$ cat src/rtl/core/mwa_pkg.sv
// ----------------------------------------------------------------------------
// Max window average package
// Widths, reset values and divider handshake types shared by the block.
// ----------------------------------------------------------------------------
package mwa_pkg;

  localparam int LEN_W     = 11;              // window length register
  localparam int SUM_W     = 26;              // running and best window sums
  localparam int FRAC_W    = 16;              // fraction bits of the average
  localparam int AVG_W     = 32;              // average output
  localparam int NUM_W     = SUM_W + FRAC_W;  // dividend magnitude
  localparam int DIV_CNT_W = $clog2(NUM_W);

  localparam logic [LEN_W-1:0] LEN_RESET = LEN_W'(4);

  typedef struct packed {
    logic             start;
    logic [NUM_W-1:0] dividend;
    logic [LEN_W-1:0] divisor;
  } div_req_t;

  typedef struct packed {
    logic             done;
    logic [NUM_W-1:0] quot;
    logic             rem_nz;
  } div_res_t;

endpackage

$ cat src/rtl/core/mwa_div.sv
// ----------------------------------------------------------------------------
// Max window average divider
// Restoring unsigned divider, one quotient bit per cycle.
// ----------------------------------------------------------------------------
module mwa_div (
  input  logic              clk_i,
  input  logic              rst_ni,
  input  mwa_pkg::div_req_t req_i,
  output mwa_pkg::div_res_t res_o
);
  import mwa_pkg::*;

  logic                 busy_q;
  logic                 done_q;
  logic [DIV_CNT_W-1:0] cnt_q;
  logic [NUM_W-1:0]     acc_q;
  logic [LEN_W-1:0]     rem_q;
  logic [LEN_W-1:0]     divisor_q;

  logic [LEN_W:0]       shifted;
  logic                 qbit;
  logic [LEN_W:0]       diff;

  // The partial remainder stays below the divisor, so LEN_W bits hold it.
  assign shifted = {rem_q, acc_q[NUM_W-1]};
  assign qbit    = shifted >= {1'b0, divisor_q};
  assign diff    = shifted - {1'b0, divisor_q};

  always_ff @(posedge clk_i or negedge rst_ni) begin
    if (!rst_ni) begin
      busy_q <= 1'b0;
      done_q <= 1'b0;
      cnt_q  <= '0;
    end else begin
      done_q <= 1'b0;
      if (req_i.start) begin
        busy_q <= 1'b1;
        cnt_q  <= '0;
      end else if (busy_q) begin
        cnt_q <= cnt_q + 1'b1;
        if (cnt_q == DIV_CNT_W'(NUM_W - 1)) begin
          busy_q <= 1'b0;
          done_q <= 1'b1;
        end
      end
    end
  end

  always_ff @(posedge clk_i) begin
    if (req_i.start) begin
      acc_q     <= req_i.dividend;
      rem_q     <= '0;
      divisor_q <= req_i.divisor;
    end else if (busy_q) begin
      acc_q <= {acc_q[NUM_W-2:0], qbit};
      rem_q <= qbit ? diff[LEN_W-1:0] : shifted[LEN_W-1:0];
    end
  end

  assign res_o.done   = done_q;
  assign res_o.quot   = acc_q;
  assign res_o.rem_nz = |rem_q;

endmodule

$ cat config.mk
export PLATFORM = sky130hd
export DESIGN_NAME = mwa_div
export DESIGN_NICKNAME = d
export VERILOG_FILES = /design/src/rtl/core/mwa_pkg.sv /design/src/rtl/core/mwa_div.sv
export SDC_FILE = /design/constraint.sdc
export NUM_CORES = 1
export LEC_CHECK = 0
export BUFFER_PORTS_ARGS = -buffer_cell sky130_fd_sc_hd__buf_2
export CAP_MARGIN = 25
export CORE_MARGIN = 1.5
export CORE_UTILIZATION = 38
export DETAILED_ROUTE_END_ITERATION = 16
export PLACE_DENSITY = 0.61
export SYNTH_ARGS = -nofsm -noshare
export SYNTH_HDL_FRONTEND = slang
export SYNTH_SLANG_ARGS = --single-unit
$ cat constraint.sdc
create_clock -name clk_i -period 3.45 [get_ports clk_i]
set_input_delay 0.69 -clock clk_i [delete_from_list [all_inputs] [get_ports clk_i]]
set_output_delay 0.69 -clock clk_i [all_outputs]
set_load 0.1 [all_outputs]
==> metrics, run 1 <==
sequential-to-total area share from yosys stat=0.564; PostCTS Resize Cnt=0; total number of vias=2486; routed len/inst=14.8 µm; Sink Count=72; H-tree depth=3; dpl cells=474; Setup WS pre-CTS=0.802 ns; crit end category=flop; switching component of the power=848 µW; endpoints failing hold=0; Slew @ Worst Pin=0.659 ns; CP max stage delay=0.54 ns; final antenna-violating net count=0; switching share of power=0.376; Synth Flop Type=edfxtp_1; Die X-Extent=99.9 µm; FILL cells=850; period utilization=0.764; number of synthesis warnings=0; Syn Inst Count=273; commonest cells in the synthesized netlist=edfxtp_1 (53), mux2_2 (41), inv_1 (18), nor2_1 (18), ha_1 (13); port bufs=99; core footprint=0.00915 mm²; ranking of synthesized cells by area=edfxtp_1 (45%), mux2_2 (13%), dfxtp_1 (6.2%), dfrtp_1 (5.6%), ha_1 (4.6%); Post-synth EDFFs=53; kind of critical path=reg -> reg; CP max-delay cell=or4b_1; Placer Congestion=0.832; Reg clk slew, reported paths=0.08 ns; first-pass GRT wire length=11800 µm; TritonCTS Buffers=9; #FFs+latches synth=72; Int Pwr=1.41 mW; CTS tree=done; share of cells above drive strength 1=0.434; Antenna Cells=0; initial drt markers=97; worst hold path type=in -> async; Clk Latency, worst-skew pair=0.33 ns; max capacitance violation total=0; # DRC=0; num ports=100; Syn-to-layout area delta=21.0%; area leader, netlist=edfxtp_1; Worst Path Required=3.69 ns; CP cell instances=inv_1 > ha_1 > fa_1 > nand2b_1 > a21oi_2 > o21ai_1 > a31o_1 > or4b_1 > o311ai_1; final number of max-transition violations=0; largest net degree at the start of global routing=43; multi-input logic area=0.00141 mm²; Crit Path Max Fanout=15; Tot GR Track Use=0.151; peak supply drop=0.258 mV; Seq pwr share=0.463; Layout Utilization=0.472; Die Height=99.9 µm; nature of the critical path startpoint=flop; RSZ-0062 raised after global routing=false; Total Wirelength=7260 µm; Slew headroom=0.560; vias in the first global route=2485; status=complete, no violations; Avg Inst Size Synth=13.1 µm²; die area=0.00998 mm²; via density per instance=5.08; nets=444; Arr. time, crit path=2.88 ns; Comb pwr share=0.287; Reg area=0.00201 mm²; Clock power frac=0.250; post-synth top area share=0.446; Starting Density=0.390; final cell count without fillers=489; DP Wirelength=5290 µm; syn_nets=343; clock root cell=clkbuf_8; Netlist cell types=51; ys async rst share=0.111; Mapped Area=0.00357 mm²; hold_buf cts=0; setup TNS=0 ns; Leak=1.93 nW; Rows=35; antenna violations before repair=0; Post-CTS Setup Bufs=0; min cycle time layout=2.64 ns; PD cells=522 mW/mm²; total grt overflow=0; total iterations of the first detailed-routing run=4; count leader, synth=edfxtp_1; worst setup margin=0.814 ns; Setup-failing EPs final=0; clock tree buffer depth=2; max frequency=379 MHz; Clock Skew=0.00825 ns
## registers in the layout, indices dropped and copies added, names as in the netlist
signal and count:
done_q 1, divisor_q 11, busy_q 1, acc_q 42
rem_q 11, cnt_q 6
## power groups by stage
| stage | Clock (mW) | Sequential [mW] | Combinational (mW) |
|---|---|---|---|
| 6_report | 0.564 | 1.04 | 0.647 |
| 5_1_grt | 0.618 | 1.05 | 0.675 |
| 4_1_cts | 0.585 | 1.04 | 0.651 |
| 3_5_place_dp | 0 | 1.06 | 0.651 |
| 3_3_place_gp | 0 | 1.06 | 0.645 |
| 2_1_floorplan | 0 | 1.43 | 0.160 |
## critical path, delay by kind of cell (launching register included)
family / cells / cell delay [ns]
adders and majority gates: 2 / 0.62
buffers and inverters: 1 / 0.06
DFF: 1 / 0.35
and+or+nand+nor: 2 / 0.73
AOI/OAI and AO/OA: 4 / 0.78
## worst paths after layout
check	from	end	slack (ns)	depth (start not counted)
hold / removal	rst_ni	cnt_q[5]	0.18	1
min in group clk_i	req_i[10]	divisor_q[10]	0.53	1
setup / recovery	acc_q[41]	rem_q[1]	0.81	9
setup reg to reg	acc_q[41]	rem_q[1]	0.81	9
hold reg to reg	rem_q[2]	rem_q[2]	0.53	2
max in group asynchronous	rst_ni	busy_q	3.10	1
## cell families (layout without fill, tap and decap cells)
logic type / Yosys count / count (layout) / share of synthesized area
buffers and inverters: 31 / 136 / 0.0403
muxes: 49 / 49 / 0.153
DFF: 72 / 72 / 0.564
adders and majority gates: 14 / 14 / 0.0512
AOI/OAI and AO/OA: 36 / 36 / 0.0782
xor gates and xnor gates: 12 / 12 / 0.0295
and+or+nand+nor: 59 / 59 / 0.0838
## through the flow
| stage | instance area [µm²] | hold WS (ns) | power [mW] |
|---|---|---|---|
| after floorplan | 3570 | 0.394 | 1.59 |
| after global placement | 4160 | 0.524 | 1.70 |
| after detailed placement | 4160 | 0.530 | 1.71 |
| after CTS | 4320 | 0.176 | 2.28 |
| after global routing | 4320 | 0.179 | 2.35 |
| final | 4320 | 0.182 | 2.25 |
## cell usage in the layout (no fill, tap or decap), types with 3 or more instances in the layout
cell	n
xor2_1	6
buf_4	4
edfxtp_1	53
clkinvlp_4	3
and3_1	3
clkinv_2	3
nor3_1	5
a211oi_1	7
nor2_1	18
inv_1	18
buf_2	99
ha_1	13
mux2i_1	7
a21oi_1	6
dfrtp_1	8
nand4_1	4
or3_1	3
mux2_2	41
dfxtp_1	11
clkbuf_8	9
o21ai_0	4
xnor2_1	6
nand2_1	11
## per-layer routing
layer,track usage,vias to the layer above,routed length [µm]
met4,0.0758,0,161
met3,0.0334,13,359
met2,0.238,69,3460
met5,0,-,0
met1,0.196,1187,3280
li1,-,1217,-
## cell type report
type	count	area share
sequential	72	0.466
multi-input combinational	170	0.327
timing repair buffer	103	0.122
tap	111	0.0322
clock buffer	9	0.0287
inverter	18	0.0156
clock inverter	6	0.00869
(Power assumes the default switching activity.)
==> run 2, diff against run 1 <==
--- a/config.mk
+++ b/config.mk
@@ -10,7 +10,7 @@
 export CORE_MARGIN = 1.5
 export CORE_UTILIZATION = 38
 export DETAILED_ROUTE_END_ITERATION = 16
-export PLACE_DENSITY = 0.61
+export PLACE_DENSITY = 0.64
 export SYNTH_ARGS = -nofsm -noshare
 export SYNTH_HDL_FRONTEND = slang
 export SYNTH_SLANG_ARGS = --single-unit
==> constraint.sdc (replaced) <==
create_clock -name clk_i -period 2.3 [get_ports clk_i]
set_input_delay 0.46 -clock clk_i [delete_from_list [all_inputs] [get_ports clk_i]]
set_output_delay 0.46 -clock clk_i [all_outputs]
set_load 0.1 [all_outputs]
==> metrics, run 2 (same netlist as run 1, synthesis figures left out) <==
worst hold path type=in -> reg; Arr. time, crit path=2.49 ns (-0.39 ns); Reg clk slew, reported paths=0.07 ns (about the same); most common cell after layout, fill and taps aside=buf_2; max capacitance violation total=0 (unchanged); total number of vias=2514 (+1.1%); endpoints failing hold=0 (unchanged); share of cells above drive strength 1=0.473 (+0.0394); largest registers=acc_q (42), divisor_q (11), rem_q (11); Design Power=3.79 mW (+68%); clock root cell=clkbuf_8; nets=458 (+3.2%); first-pass GRT wire length=11800 µm (+0.41%); Layout Utilization=0.503 (+0.0312); M2 GR Usage=0.234 (-0.00366); Starting Density=0.390 (unchanged); routed len/inst=14.7 µm (-1.2%); layer with the highest usage=met2; Sink Count=72 (unchanged); Tot GR Track Use=0.154 (+0.00268); # DRC=0 (unchanged); Syn-to-layout area delta=29.0%; total iterations of the first detailed-routing run=4 (unchanged); antenna violations before repair=0 (unchanged); max reg flops=42 (unchanged); multi-input logic area=0.00147 mm² (+4.3%); Reg area=0.00201 mm² (unchanged); final antenna-violating net count=0 (unchanged); status=complete, no violations; Placer Congestion=0.853 (+2.5%); Worst Path Required=2.53 ns (-1.16 ns); Top reg by flops=acc_q; RSZ-0062 raised after global routing=true; min cycle time layout=2.26 ns (-0.377 ns); largest net degree at the start of global routing=75 (+74%); Hold Path Stages=1; Die Height=99.9 µm (unchanged); DP Wirelength=5210 µm (-1.5%); initial drt markers=92 (-5.2%); routing usage on met1=0.197 (+0.000730); Clock Skew=0.00958 ns (+0.00133 ns); Rows=35 (unchanged); Setup-failing EPs final=0 (unchanged); FILL cells=815 (-4.1%); final number of max-transition violations=0 (unchanged); port bufs=99 (unchanged); max frequency=443 MHz (+17%); CTS tree=done; period utilization=0.983 (+0.218); Total Wirelength=7400 µm (+1.9%); core footprint=0.00915 mm² (unchanged); most frequent cells in the layout=buf_2 (99), edfxtp_1 (53), mux2_2 (41); H-tree depth=3 (unchanged); total grt overflow=0 (unchanged); num ports=100 (unchanged); Die X-Extent=99.9 µm (unchanged); FF-to-FF path depth=8 (-1); clock tree buffer depth=2 (unchanged); via density per instance=4.99 (-1.9%); kind of critical path=reg -> reg; Leak=2.06 nW (+6.8%); Slew @ Worst Pin=0.514 ns (-0.145 ns); crit end category=flop; TritonCTS Buffers=9 (unchanged); die area=0.00998 mm² (unchanged); vias in the first global route=2518 (+1.3%); peak supply drop=0.560 mV (+120%); Clk Latency, worst-skew pair=0.35 ns (+0.02 ns); Crit Path Max Fanout=6 (-9); Slew headroom=0.659 (+0.0990); PD cells=823 mW/mm² (+58%); Antenna Cells=0 (unchanged); grt met3 use=0.0460 (+0.0125); nature of the critical path startpoint=flop
-- run 2: timing repair --
action / 4_1_cts / 5_1_grt
pin swaps: 0 / 2
hold buffers: 1 / 0
setup buffers: 0 / 3
endpoints found under the setup margin: 1 / 4
hold endpoints to repair: 8 / 0
gates resized for setup: 1 / 4
-- run 2: final timing paths --
path	endpoint	start	slack [ns]
setup / recovery	rem_q[1]	divisor_q[0]	0.04
hold / removal	divisor_q[8]	req_i[8]	0.29
setup reg to reg	rem_q[1]	divisor_q[0]	0.04
hold reg to reg	rem_q[3]	rem_q[3]	0.55
max in group asynchronous	cnt_q[2]	rst_ni	1.64
min in group asynchronous	done_q	rst_ni	0.49
-- run 2: final cells by class --
| class | count | area share |
|---|---|---|
| flip-flops and latches | 72 | 0.437 |
| well taps | 111 | 0.0302 |
| clock inverters | 6 | 0.0250 |
| inverters | 18 | 0.0155 |
| multi-input cells | 170 | 0.320 |
| clock buffers | 10 | 0.0277 |
| repair buffers | 117 | 0.145 |
-- run 2: stage by stage --
| stage | setup TNS, ns | cell area, µm² | setup WS (ns) | std cells | hold slack (ns) |
|---|---|---|---|---|---|
| finish | 0 | 4600 | 0.0402 | 504 | 0.288 |
| global route | -0.0836 | 4600 | -0.0422 | 504 | 0.263 |
| CTS | 0 | 4560 | 0.00362 | 501 | 0.262 |
| detailed placement | -0.00155 | 4300 | -0.00155 | 484 | 0.316 |
| global placement | 0 | 4300 | 0.0675 | 484 | 0.311 |
| floorplan | -5.82 | 3610 | -0.633 | 273 | 0.164 |
-- run 2: where the power goes --
part	leakage [nW]	total, mW	switching (mW)	internal (mW)
Combinational	1.19	1.00	0.761	0.240
Clock	0.117	1.23	0.498	0.727
Sequential	0.748	1.56	0.0509	1.51
Total	2.06	3.79	1.31	2.48
-- run 2: routing by layer --
layer / up-vias / share of wire
met1: 1197 / 0.46
li1: 1242 / -
met4: 0 / 0.022
met5: - / 0
met2: 63 / 0.46
met3: 12 / 0.058
-- run 2: critical path, stage by stage, from the launching register on --
cell and delay, ns:
edfxtp_1 0.38, ha_2 0.21, fa_2 0.35, nand2b_4 0.16, a21oi_4 0.14, o21ai_2 0.09, a31o_4 0.25, or4b_4 0.48
o311ai_1 0.10
==> run 3, diff against run 2 <==
--- a/config.mk
+++ b/config.mk
@@ -10,7 +10,7 @@
 export CORE_MARGIN = 1.5
 export CORE_UTILIZATION = 38
 export DETAILED_ROUTE_END_ITERATION = 16
-export PLACE_DENSITY = 0.64
+export REMOVE_ABC_BUFFERS = 1
 export SYNTH_ARGS = -nofsm -noshare
 export SYNTH_HDL_FRONTEND = slang
 export SYNTH_SLANG_ARGS = --single-unit
==> metrics, run 3 (same netlist as run 1, synthesis figures left out) <==
Arr. time, crit path=2.53 ns (+0.04 ns); Critical path origin=acc_q[41]; final cell count without fillers=506 (+0.40%); Setup WS pre-CTS=-0.0851 ns (-0.0835 ns); share of cells above drive strength 1=0.478 (+0.00520); Syn-to-layout area delta=28.3%; largest net degree at the start of global routing=36 (-52%); Placer Congestion=0.881 (+3.2%); reg2reg end=rem_q[1]; CP top delay family=simple AND/OR/NAND/NOR gates; Worst R2R Setup Slack=0.03 ns (about the same); CTS tree=done; via density per instance=5.01 (+0.52%); total iterations of the first detailed-routing run=4 (unchanged); Reg clk slew, reported paths=0.08 ns (about the same); FF-to-FF path depth=9 (+1); worst hold path type=in -> reg; Tot GR Track Use=0.159 (+0.00488); Worst Path Required=2.56 ns (+0.03 ns); Die X-Extent=99.9 µm (unchanged); clock root cell=clkbuf_8; hold_sp=req_i[1]; Leak=2.05 nW (-0.46%); kind of critical path=reg -> reg; Setup-failing EPs final=0 (unchanged); CP cell instances=inv_2 > ha_2 > fa_2 > nand2b_4 > a21oi_4 > o21ai_2 > a31o_4 > or4b_4 > o311ai_2; PD cells=804 mW/mm² (-2.2%); period utilization=0.986 (+0.00317); dpl cells=488 (+0.83%); Top reg by flops=acc_q; layer with the highest usage=met2; port bufs=99 (unchanged); max frequency=441 MHz (-0.32%); clock tree buffer depth=2 (unchanged); total grt overflow=0 (unchanged); largest registers=acc_q (42), divisor_q (11), rem_q (11); min cycle time layout=2.27 ns (+0.00730 ns); peak supply drop=0.596 mV (+6.3%); most frequent cells in the layout=buf_2 (99), edfxtp_1 (53), mux2_2 (41); DP Wirelength=5260 µm (+0.96%); die area=0.00998 mm² (unchanged); endpoints failing hold=0 (unchanged); grt met3 use=0.0627 (+0.0167); Antenna Cells=0 (unchanged); vias in the first global route=2517 (-0.040%); RSZ-0062 raised after global routing=true; Clk Latency, worst-skew pair=0.36 ns (about the same); max capacitance violation total=0 (unchanged); first-pass GRT wire length=12200 µm (+3.3%); Hold Crit Endpoint=divisor_q[1]; FILL cells=834 (+2.3%); M2 GR Usage=0.236 (+0.00157); nets=460 (+0.44%); Rows=35 (unchanged); status=complete, no violations; max reg flops=42 (unchanged); routed len/inst=14.5 µm (-1.4%); antenna violations before repair=0 (unchanged); total number of vias=2537 (+0.91%); CP max stage delay=0.49 ns (about the same); Slew @ Worst Pin=0.498 ns (-0.0165 ns); Starting Density=0.390 (unchanged); most common cell after layout, fill and taps aside=buf_2; Die Height=99.9 µm (unchanged); # DRC=0 (unchanged); nature of the critical path startpoint=flop; crit end category=flop; H-tree depth=3 (unchanged); final antenna-violating net count=0 (unchanged); worst setup margin=0.0329 ns (-0.00730 ns); Hold Path Stages=1 (unchanged); core footprint=0.00915 mm² (unchanged); TritonCTS Buffers=9 (unchanged); Crit Path Max Fanout=7 (+1); Total Wirelength=7320 µm (-1.0%); Clock Skew=0.00943 ns (-0.000155 ns); final number of max-transition violations=0 (unchanged); Sink Count=72 (unchanged); num ports=100 (unchanged); CP max-delay cell=or4b_4; Buf+Inv Stages, Crit Path=1 (+1); initial drt markers=60 (-35%); routing usage on met1=0.205 (+0.00756); reg2reg start=acc_q[41]; Slew headroom=0.670 (+0.0109)
run 3: area by class of cell:
type                       count  area, µm²  area share
clock buffer                  10        128      0.0279
timing repair buffer         119        673       0.147
clock inverter                 6       92.6      0.0202
multi-input combinational    170       1470       0.320
inverter                      18       67.6      0.0148
tap                          111        139      0.0303
sequential                    72       2010       0.439
run 3: how the worst max path moves through the flow:
stage | to | slack [ns] | cells past startpoint
2_1_floorplan | rem_q[1] | -0.85 | 9
3_3_place_gp | rem_q[1] | -0.03 | 9
3_5_place_dp | rem_q[1] | -0.09 | 9
4_1_cts | rem_q[1] | 0.00005 | 9
5_1_grt | rem_q[1] | -0.07 | 9
6_report | rem_q[1] | 0.03 | 9
run 3: layer usage:
| layer | routed length (µm) | vias to the layer above |
|---|---|---|
| met3 | 581 | 10 |
| met2 | 3230 | 88 |
| met4 | 116 | 0 |
| met5 | 0 | - |
| met1 | 3400 | 1191 |
| li1 | - | 1248 |
run 3: what timing repair did:
| action | CTS | global route |
|---|---|---|
| endpoints found under the hold margin | 8 | 0 |
| setup endpoints to repair | 11 | 12 |
| buffers inserted | 1 | 0 |
| hold buffers | 1 | 0 |
| pin swaps | 1 | 10 |
| gates resized for setup | 4 | 10 |
run 3: power breakdown:
| group | total, mW | internal (mW) | switching (mW) |
|---|---|---|---|
| clock | 1.12 | 0.616 | 0.506 |
| sequential | 1.56 | 1.51 | 0.0526 |
| combinational | 0.999 | 0.240 | 0.760 |
| total | 3.68 | 2.37 | 1.32 |
run 3: metrics by stage:
step                      power (mW)  hold WS (ns)  setup TNS (ns)  utilization  cell area, µm²
after floorplan                 2.37         0.164           -7.99            -            3490
after global placement          2.57         0.314         -0.0274        0.468            4290
after detailed placement        2.58         0.315          -0.256        0.468            4290
after CTS                       3.71         0.255               0        0.496            4540
after global routing            3.83         0.249         -0.0871        0.500            4580
final                           3.68         0.277               0        0.500            4580
